===== config.mk =====
export PLATFORM = sky130hd
export DESIGN_NAME = countdown_timer_bank
export DESIGN_NICKNAME = d
export VERILOG_FILES = /design/src/sv/ctb_pkg.sv /design/src/sv/countdown_timer_bank.sv /design/src/sv/ctb_ctrl.sv /design/src/sv/ctb_datapath.sv
export SDC_FILE = /design/constraint.sdc
export NUM_CORES = 1
export LEC_CHECK = 0
export BUFFER_PORTS_ARGS = -buffer_cell sky130_fd_sc_hd__buf_2
export CAP_MARGIN = 20
export CELL_PAD_IN_SITES_DETAIL_PLACEMENT = 0
export CELL_PAD_IN_SITES_GLOBAL_PLACEMENT = 2
export CORE_ASPECT_RATIO = 0.8
export CORE_MARGIN = 4
export CORE_UTILIZATION = 49
export CTS_CLUSTER_DIAMETER = 50
export DETAILED_ROUTE_END_ITERATION = 12
export HOLD_SLACK_MARGIN = 0.06
export PLACE_DENSITY = 0.87
export SYNTH_ARGS = -nofsm -noshare
export SYNTH_HDL_FRONTEND = slang
export SYNTH_SLANG_ARGS = --single-unit
export TNS_END_PERCENT = 30

===== constraint.sdc =====
create_clock -name aclk -period 8.6 [get_ports aclk]
set_clock_uncertainty 0.1 [all_clocks]
set_input_delay 2.58 -clock aclk [delete_from_list [all_inputs] [get_ports aclk]]
set_output_delay 2.58 -clock aclk [all_outputs]
set_load 0.02 [all_outputs]

===== src/sv/ctb_pkg.sv =====
package ctb_pkg;

    localparam int COUNT_W   = 16;
    localparam int ACTION_W  = 2;
    localparam int IN_IDX_W  = 3;
    localparam int EXP_IDX_W = 3;
    localparam int MAX_RESULTS = 8;
    localparam int RES_CNT_W = $clog2(MAX_RESULTS + 1);

    localparam logic [ACTION_W-1:0] ACT_TICK  = 2'd0;
    localparam logic [ACTION_W-1:0] ACT_START = 2'd1;
    localparam logic [ACTION_W-1:0] ACT_STOP  = 2'd2;

    typedef struct packed {
        logic wr_load;
        logic wr_clear;
        logic tick_init;
        logic advance;
        logic flush;
    } ctb_cmd_t;

    typedef struct packed {
        logic idx_ok;
        logic addr_done;
        logic p_vld;
        logic exp_hit;
        logic pend_vld;
        logic out_full;
    } ctb_stat_t;

endpackage


===== src/sv/countdown_timer_bank.sv =====
// start and stop words keep the bank ready; the timer is written in the accept cycle
// a tick scans one timer per cycle through the single count memory read port,
// holding while an expiry waits on a full output register; no new word is taken
// until the scan and its flush are done. expiries are reported in ascending order,
// the final one of a tick with last set
// reset (aresetn low, synchronous) returns every timer to idle at once through
// per-timer valid bits; no clearing pass
module countdown_timer_bank
    import ctb_pkg::*;
#(
    parameter int NUM_TIMERS = 8
) (
    input  logic                 aclk,
    input  logic                 aresetn,
    input  logic                 s_valid,
    output logic                 s_ready,
    input  logic [ACTION_W-1:0]  s_action,
    input  logic [IN_IDX_W-1:0]  s_timer_index,
    input  logic [COUNT_W-1:0]   s_load_count,
    output logic                 m_valid,
    input  logic                 m_ready,
    output logic [EXP_IDX_W-1:0] m_expired_index,
    output logic                 m_last
);

    ctb_cmd_t  cmd;
    ctb_stat_t stat;

    ctb_ctrl u_ctrl (
        .aclk     (aclk),
        .aresetn  (aresetn),
        .s_valid  (s_valid),
        .s_ready  (s_ready),
        .s_action (s_action),
        .stat     (stat),
        .cmd      (cmd)
    );

    ctb_datapath #(
        .NUM_TIMERS (NUM_TIMERS)
    ) u_datapath (
        .aclk            (aclk),
        .aresetn         (aresetn),
        .s_timer_index   (s_timer_index),
        .s_load_count    (s_load_count),
        .cmd             (cmd),
        .stat            (stat),
        .m_valid         (m_valid),
        .m_ready         (m_ready),
        .m_expired_index (m_expired_index),
        .m_last          (m_last)
    );

endmodule


===== src/sv/ctb_ctrl.sv =====
module ctb_ctrl
    import ctb_pkg::*;
(
    input  logic                aclk,
    input  logic                aresetn,
    input  logic                s_valid,
    output logic                s_ready,
    input  logic [ACTION_W-1:0] s_action,
    input  ctb_stat_t           stat,
    output ctb_cmd_t            cmd
);

    typedef enum logic [1:0] {
        ST_IDLE,
        ST_SCAN,
        ST_FLUSH
    } state_t;

    state_t state_reg;
    state_t state_next;
    logic   accept;
    logic   stall;

    assign s_ready = (state_reg == ST_IDLE);
    assign accept  = s_valid && s_ready;
    // an expiry needs the pending word moved out, which waits on a full output register
    assign stall   = stat.exp_hit && stat.pend_vld && stat.out_full;

    always_comb begin
        cmd        = '0;
        state_next = state_reg;
        unique case (state_reg)
            ST_IDLE: begin
                if (accept) begin
                    unique case (s_action)
                        ACT_TICK: begin
                            cmd.tick_init = 1'b1;
                            state_next    = ST_SCAN;
                        end
                        ACT_START: cmd.wr_load  = stat.idx_ok;
                        ACT_STOP:  cmd.wr_clear = stat.idx_ok;
                        default: ;
                    endcase
                end
            end
            ST_SCAN: begin
                cmd.advance = !stall;
                if (stat.addr_done && (!stat.p_vld || !stall)) begin
                    state_next = ST_FLUSH;
                end
            end
            ST_FLUSH: begin
                if (!stat.pend_vld) begin
                    state_next = ST_IDLE;
                end else if (!stat.out_full) begin
                    cmd.flush  = 1'b1;
                    state_next = ST_IDLE;
                end
            end
            default: state_next = ST_IDLE;
        endcase
    end

    always_ff @(posedge aclk) begin
        if (!aresetn) begin
            state_reg <= ST_IDLE;
        end else begin
            state_reg <= state_next;
        end
    end

endmodule


===== src/sv/ctb_datapath.sv =====
module ctb_datapath
    import ctb_pkg::*;
#(
    parameter int NUM_TIMERS = 8
) (
    input  logic                 aclk,
    input  logic                 aresetn,
    input  logic [IN_IDX_W-1:0]  s_timer_index,
    input  logic [COUNT_W-1:0]   s_load_count,
    input  ctb_cmd_t             cmd,
    output ctb_stat_t            stat,
    output logic                 m_valid,
    input  logic                 m_ready,
    output logic [EXP_IDX_W-1:0] m_expired_index,
    output logic                 m_last
);

    localparam int IDX_W = (NUM_TIMERS > 1) ? $clog2(NUM_TIMERS) : 1;
    localparam int CNT_W = $clog2(NUM_TIMERS + 1);

    logic [COUNT_W-1:0]   mem [NUM_TIMERS];
    logic [NUM_TIMERS-1:0] vbits_reg;

    logic [CNT_W-1:0]     addr_reg;
    logic                 p_vld_reg;
    logic [IDX_W-1:0]     p_addr_reg;
    logic [COUNT_W-1:0]   rd_data_reg;
    logic                 rd_vbit_reg;
    logic [RES_CNT_W-1:0] n_reg;
    logic                 pend_vld_reg;
    logic [EXP_IDX_W-1:0] pend_idx_reg;
    logic                 m_valid_reg;
    logic [EXP_IDX_W-1:0] m_idx_reg;
    logic                 m_last_reg;

    logic [COUNT_W-1:0]   cur_count;
    logic                 nonzero;
    logic                 report;
    logic                 proc;
    logic                 wb_en;
    logic                 wr_en;
    logic [IDX_W-1:0]     wr_addr;
    logic [COUNT_W-1:0]   wr_data;
    logic                 rd_en;
    logic [IDX_W-1:0]     rd_addr;
    logic                 addr_done;
    logic                 push_mid;
    logic                 push;

    // entries never written read as idle
    assign cur_count = rd_vbit_reg ? rd_data_reg : '0;
    assign nonzero   = (cur_count != '0);
    assign report    = p_vld_reg && (cur_count == COUNT_W'(1))
                       && (n_reg < RES_CNT_W'(MAX_RESULTS));
    assign proc      = cmd.advance && p_vld_reg;
    assign wb_en     = proc && nonzero;

    assign wr_en   = cmd.wr_load || cmd.wr_clear || wb_en;
    assign wr_addr = wb_en ? p_addr_reg : IDX_W'(s_timer_index);
    assign wr_data = wb_en ? (cur_count - COUNT_W'(1))
                           : (cmd.wr_load ? s_load_count : '0);

    assign addr_done = (addr_reg == CNT_W'(NUM_TIMERS));
    assign rd_en     = cmd.advance && !addr_done;
    assign rd_addr   = addr_reg[IDX_W-1:0];

    assign push_mid = proc && report && pend_vld_reg;
    assign push     = push_mid || cmd.flush;

    always_ff @(posedge aclk) begin
        if (wr_en) begin
            mem[wr_addr] <= wr_data;
        end
        if (rd_en) begin
            rd_data_reg <= mem[rd_addr];
            rd_vbit_reg <= vbits_reg[rd_addr];
            p_addr_reg  <= rd_addr;
        end
        if (proc && report) begin
            pend_idx_reg <= EXP_IDX_W'(p_addr_reg);
        end
        if (push) begin
            m_idx_reg  <= pend_idx_reg;
            m_last_reg <= cmd.flush;
        end
    end

    always_ff @(posedge aclk) begin
        if (!aresetn) begin
            vbits_reg    <= '0;
            addr_reg     <= '0;
            p_vld_reg    <= 1'b0;
            n_reg        <= '0;
            pend_vld_reg <= 1'b0;
            m_valid_reg  <= 1'b0;
        end else begin
            if (wr_en) begin
                vbits_reg[wr_addr] <= 1'b1;
            end
            if (cmd.tick_init) begin
                addr_reg     <= '0;
                p_vld_reg    <= 1'b0;
                n_reg        <= '0;
                pend_vld_reg <= 1'b0;
            end else begin
                if (cmd.advance) begin
                    p_vld_reg <= rd_en;
                end
                if (rd_en) begin
                    addr_reg <= addr_reg + CNT_W'(1);
                end
                if (proc && report) begin
                    n_reg        <= n_reg + RES_CNT_W'(1);
                    pend_vld_reg <= 1'b1;
                end else if (cmd.flush) begin
                    pend_vld_reg <= 1'b0;
                end
            end
            if (push) begin
                m_valid_reg <= 1'b1;
            end else if (m_ready) begin
                m_valid_reg <= 1'b0;
            end
        end
    end

    always_comb begin
        stat           = '0;
        stat.idx_ok    = (32'(s_timer_index) < NUM_TIMERS);
        stat.addr_done = addr_done;
        stat.p_vld     = p_vld_reg;
        stat.exp_hit   = report;
        stat.pend_vld  = pend_vld_reg;
        stat.out_full  = m_valid_reg && !m_ready;
    end

    assign m_valid         = m_valid_reg;
    assign m_expired_index = m_idx_reg;
    assign m_last          = m_last_reg;

`ifndef SYNTHESIS
    a_push_free: assert property (@(posedge aclk) disable iff (!aresetn)
        push |-> !(m_valid_reg && !m_ready))
        else $error("result word overwritten in output register");
    a_n_bound: assert property (@(posedge aclk) disable iff (!aresetn)
        n_reg <= RES_CNT_W'(MAX_RESULTS))
        else $error("expiry count beyond result limit");
    a_flush_pend: assert property (@(posedge aclk) disable iff (!aresetn)
        cmd.flush |-> pend_vld_reg)
        else $error("flush without pending expiry");
    a_tick_clear: assert property (@(posedge aclk) disable iff (!aresetn)
        cmd.tick_init |=> (n_reg == '0) && !pend_vld_reg && !p_vld_reg)
        else $error("scan state not cleared at tick start");
    a_p_addr: assert property (@(posedge aclk) disable iff (!aresetn)
        p_vld_reg |-> (32'(p_addr_reg) < NUM_TIMERS))
        else $error("scan address out of range");
`endif

endmodule

[After elaboration in Yosys (flattened, before gate mapping)]
Memory sizes are Yosys's and may differ from the RTL's. A register that Yosys moved wholly into a read port is not among the register bits.
Cells that the tools add are included.
Storage, ports and cells
  flip-flop bits (word level): 32
  RAM bits: 128
  bits of input ports: 25
  output and inout bits: 6
  logic and storage cells: 89
  memories: 1
Operators by class
  add/sub/neg operators: 3
  $lt $le $gt $ge: 4
  equality and inequality tests: 10
  mux-type cells: 29
  bitwise gates (word level): 2
  reductions and logical operators: 28
Memories
  u_datapath.mem: depth 8, width 16, read ports 1, clocked after memory_dff 1, wr ports 1, RTL line ctb_datapath.sv:21  | logic [COUNT_W-1:0] mem [NUM_TIMERS];
Operator list (count)
  2-to-1 mux 16 bit: 3
  equality test 16 x 1 -> 1 bit (second input constant): 1
  nonzero test 16 bit: 1
  subtractor 16 x 1 -> 16 bit (second input constant): 1
  2-to-1 mux 1 bit: 15
  logical AND 1 bit: 13
  2-to-1 mux 2 bit: 5
  2-to-1 mux 3 bit: 3
  adder 4 x 1 -> 4 bit (second input constant): 2
  less-than comparator 3 x 4 -> 1 bit (second input constant): 2
  bitwise OR 8 bit: 1
  case mux 2 bit (3 select lines): 1
  equality test 2 x 1 -> 1 bit (second input constant): 2
  equality test 2 bit (second input constant): 2
  equality test 4 bit (second input constant): 1
  logical NOT 1 bit: 4
  logical NOT 2 bit: 2
  logical OR 1 bit: 4
  less-than comparator 4 bit (second input constant): 1
  != test 2 bit (second input constant): 2
  AND reduction 4 bit: 1
  nonzero test 2 bit: 2
  binary-select mux 1 bit (select 3 bit): 1
  demux 1 bit (select 3 bit): 1
  other kinds (5): 5

[Depth between registers and ports, before layout]
  depth in word-level cells: 16
  gate-level depth with buffers: 11
  depth with buffers taken out: 9

[Cells and area by module]
A second synthesis with hierarchy kept.
Unflattened totals
  cells, all modules: 445
  area total of the unflattened synthesis: 7419.6 um^2
By module, submodules not included
  ctb_datapath: times used 1, cells each 425, area each 7254.5 um^2, sequential area each 5034.8 um^2
  ctb_ctrl: times used 1, cells each 20, area each 165.2 um^2, sequential area each 40.0 um^2

[Least setup slack after synthesis]
OpenSTA, ideal clock, no wires.
  path kind: input port to flip-flop
  start: input m_ready
  end: memory u_datapath.mem[1][0], enable pin
  setup time: 0.394 ns
  arrival: 4.336 ns
  required time: 8.106 ns
  path slack: 3.770 ns
  cell stages on the path: 7
  path buffers: 1
  cells stage by stage: nand3b_1 nor2_1 nor2_1 o21ba_2 clkbuf_1 nand2_1 a21oi_1
Between the ends
  word-level cells in the longest chain between the ends: 10
  elaborated cells between the ends (all ways): 11
  those cells by class: 4 x mux; 7 x reduce/logical
Ends and longest elaborated chain
  from (decl): RTL line countdown_timer_bank.sv:21  | input logic m_ready,
  logical NOT 1 bit *: RTL line ctb_datapath.sv:134  | stat.out_full = m_valid_reg && !m_ready;
  logical AND 1 bit *: RTL line ctb_datapath.sv:134
  logical AND 1 bit *: RTL line ctb_ctrl.sv:27  | assign stall = stat.exp_hit && stat.pend_vld && stat.out_full;
  logical NOT 1 bit *: RTL line ctb_ctrl.sv:47  | cmd.advance = !stall;
  2-to-1 mux 1 bit *: RTL line ctb_ctrl.sv:32  | unique case (state_reg)
  logical AND 1 bit *: RTL line ctb_datapath.sv:55  | assign proc = cmd.advance && p_vld_reg;
  logical AND 1 bit *: RTL line ctb_datapath.sv:56  | assign wb_en = proc && nonzero;
  logical OR 1 bit: RTL line ctb_datapath.sv:58  | assign wr_en = cmd.wr_load || cmd.wr_clear || wb_en;
  2-to-1 mux 1 bit: RTL line ctb_datapath.sv:71  | if (wr_en) begin
  2-to-1 mux 1 bit (not written as such): RTL line ctb_datapath.sv:72  | mem[wr_addr] <= wr_data;
  to (decl): RTL line ctb_datapath.sv:21
Mark *: on every way between the ends. The rest lies on a longest branch, timed or not.

[Worst setup path in the final report]
  start: input s_action[1]
  end: memory u_datapath.mem[6][13], enable pin
Between the ends
  word-level cells in the longest chain between the ends: 8
  elaborated cells between the ends (all ways): 10
  those cells by class: 2 x eq/ne; 6 x mux; 2 x reduce/logical
Ends and longest elaborated chain
  from (decl): RTL line countdown_timer_bank.sv:17  | input logic [ACTION_W-1:0] s_action,
  equality test 2 x 1 -> 1 bit / equality test 2 bit (equally long branches): RTL line ctb_ctrl.sv:35  | unique case (s_action)
  2-to-1 mux 1 bit: RTL line ctb_ctrl.sv:35
  2-to-1 mux 3 bit *: RTL line ctb_ctrl.sv:34  | if (accept) begin
  2-to-1 mux 3 bit *: RTL line ctb_ctrl.sv:32
  logical OR 1 bit * (2 in a row): RTL line ctb_datapath.sv:58
  2-to-1 mux 1 bit *: RTL line ctb_datapath.sv:71
  2-to-1 mux 1 bit (not written as such) *: RTL line ctb_datapath.sv:72
Marked as above.

==> impl_metrics.env <==
export IMPL_vias_per_cell=5.94
export IMPL_tritoncts="yes"
export IMPL_htreeDepth=4
export IMPL_synth_edf_count=155
export IMPL_grt_ovfl_total=0
export IMPL_syn_inst=456
export IMPL_port_buffer_count=30
export IMPL_slowest_delay_ns=0.84
export IMPL_final_cell_mix="edfxtp_1 (155), mux4_2 (34), nand2_1 (32)"
export IMPL_fp_dieW_um=145
export IMPL_cp_top_family="simple AND/OR/NAND/NOR gates"
export IMPL_antennaDiodeCount=0
export IMPL_synthesis_nets=487
export IMPL_antenna_found_initial=0
export IMPL_peakVddDrop_uv=145
export IMPL_ys_warn_count=0
export IMPL_crit_fanout=16
export IMPL_die_y_um=118
export IMPL_grt_pass1_vias=3961
export IMPL_cts_resized=0
export IMPL_nNetsFinal=520
export IMPL_worst_path_buf_inv=1
export IMPL_dominantRegCellSynth="edfxtp_1"
export IMPL_worstHoldPathType="reg -> reg"
export IMPL_r2r_end="u_datapath.mem[6][13]"
export IMPL_vias=4077
export IMPL_clkLatencyLatePin_ns=0.43
export IMPL_grt_total_usage=0.189
export IMPL_drt_pass1_iter_count=6
export IMPL_timing_slew_headroom=0.278
export IMPL_synth_seq_area_share=0.690
export IMPL_yosysUniqueCellTypes=49
export IMPL_reg2reg_from="u_datapath.rd_vbit_reg"
export IMPL_rows=39
export IMPL_cts_buffer_depth=2
export IMPL_p_per_area_mw_per_mm2=211
export IMPL_synth_area_per_cell_um2=16.1
export IMPL_required_ns=8.54
export IMPL_hold_end="u_datapath.m_expired_index[0]"
export IMPL_synth_area_mm2=0.00735
export IMPL_async_reset_ff_frac=0
export IMPL_drv_cap=0
export IMPL_end_kind="flip-flop"
export IMPL_cts_buffers=17
export IMPL_outcome="finished, final reports clean"
export IMPL_fmax_mhz=211
export IMPL_ys_ff_latch=176
export IMPL_layout_commonest_cell="edfxtp_1"
export IMPL_cts_sinks=176
export IMPL_worstMarginPinSlew_ns=1.08
export IMPL_hpwl_mm=10.4
export IMPL_die_area_mm2=0.0170
export IMPL_cts_root_buffer="clkbuf_16"
export IMPL_startpoint_type="primary input"
export IMPL_cts_hold_buf=0
export IMPL_r2r_cells=8
export IMPL_drc=0
export IMPL_hold_viol=0
export IMPL_ant_nets=0
export IMPL_path_cells="buf_2, xor2_1, nand3_1, nor2_1, nor2b_1, a21oi_2"
export IMPL_cp_slowest_cell="a21oi_2"
export IMPL_r2r_slack_ns=4.97
export IMPL_p_leak_uw=0.00268
export IMPL_min_period_ns=4.73
export IMPL_grt_first_pass_wirelength_mm=23.8
export IMPL_whs_path_depth=0
export IMPL_crit_type="in -> reg"
export IMPL_setup_violations=0
export IMPL_final_setup_tns_ns=0
export IMPL_maxSlewViolCount=0
export IMPL_initial_utilization=0.507
export IMPL_drt_iter0_drc=296
export IMPL_dp_slack_ns=3.39
export IMPL_core_area_mm2=0.0145
export IMPL_io_pins=31
export IMPL_drt_wl_total_mm=15.4
export IMPL_wl_per_cell_um=22.5
export IMPL_whs_ns=0.353
export IMPL_min_from="u_datapath.pend_idx_reg[0]"
export IMPL_rsz0062_at_grt="no"
export IMPL_gp_congestion=0.803
export IMPL_worst_ep_arrival_time_ns=4.67
export IMPL_finalCritPeriodShare=0.550
export IMPL_clk_pin_slew_ns=0.07
export IMPL_largest_register_ffs=128
export IMPL_fin_ws_ns=3.87
export IMPL_drive_gt1_frac=0.253
export IMPL_syn_to_final_growth_pct=12.4
export IMPL_post_cts_repair_setup_buffers=0
export IMPL_grt_start_max_net_pins=40
## metrics by stage
stage | cell area [um2] | power (uW) | utilization | instances
after floorplan | 7350 | 1010 | - | 456
after global placement | 7700 | 1030 | 0.531 | 653
after detailed placement | 7700 | 1030 | 0.531 | 653
after CTS | 8260 | 1750 | 0.570 | 685
after global routing | 8270 | 1800 | 0.570 | 686
final | 8270 | 1740 | 0.570 | 686
## final cells by class
cell class / count / area [um2]
clock buffer: 18 / 429
clock inverter: 14 / 130
fill: 1133 / 6230
inverter: 9 / 33.8
multi-input combinational: 252 / 2190
sequential: 176 / 5080
tap: 184 / 230
timing repair buffer: 33 / 173
## cells in the mapped netlist, types with 7 or more instances
cell type	instances	share of area
edfxtp_1	155	0.63
mux4_2	34	0.10
nand2_1	32	0.016
a21oi_1	28	0.019
nor2_1	22	0.011
dfxtp_1	21	0.057
clkbuf_1	17	0.0087
mux2_2	17	0.026
o21ai_0	16	0.011
nand3_1	11	0.0075
inv_1	9	0.0046
nand2b_1	7	0.0060
xor2_1	7	0.0083
## worst max path at each step
stage                                 end  slack, ns  depth (start not counted)        start
floorplan            u_datapath.mem[1][0]       3.77                          7      m_ready
global placement     u_datapath.mem[1][9]       3.55                          6  s_action[1]
detailed placement   u_datapath.mem[0][8]       3.39                          6      m_ready
CTS                  u_datapath.mem[7][8]       3.81                          6      m_ready
global route         u_datapath.mem[5][7]       3.60                          6  s_action[0]
finish              u_datapath.mem[6][13]       3.87                          6  s_action[1]
## routing by layer
| layer | share of wire | vias up | GRT usage |
|---|---|---|---|
| met2 | 0.42 | 171 | 0.250 |
| li1 | - | 1872 | - |
| met3 | 0.096 | 13 | 0.0566 |
| met4 | 0.0080 | 0 | 0.0522 |
| met1 | 0.47 | 2021 | 0.301 |
| met5 | 0 | - | 0 |
## worst register-to-register path, cell delays in order (launching register included)
cell and delay (ns):
edfxtp_1 0.84, nand2_1 0.23, ha_1 0.27, nand2b_1 0.09
nor2_1 0.07, nor2_1 0.14, o21ba_2 0.41, nand3_1 0.21
a21oi_2 0.89
## power breakdown
part	switching (uW)	leakage, uW	internal, uW
clock	322	0.000273	403
combinational	45.2	0.000802	28.4
sequential	6.73	0.00161	935
## logic make-up after synthesis
group / Yosys count / share of synthesized area
compound gates: 78 / 0.0655
flops: 176 / 0.690
simple gates: 104 / 0.0727
fa+ha+maj: 6 / 0.0102
xor+xnor: 11 / 0.0131
mux: 53 / 0.133
buf+inv: 28 / 0.0153
No activity file was read; power rests on OpenSTA's default activity.
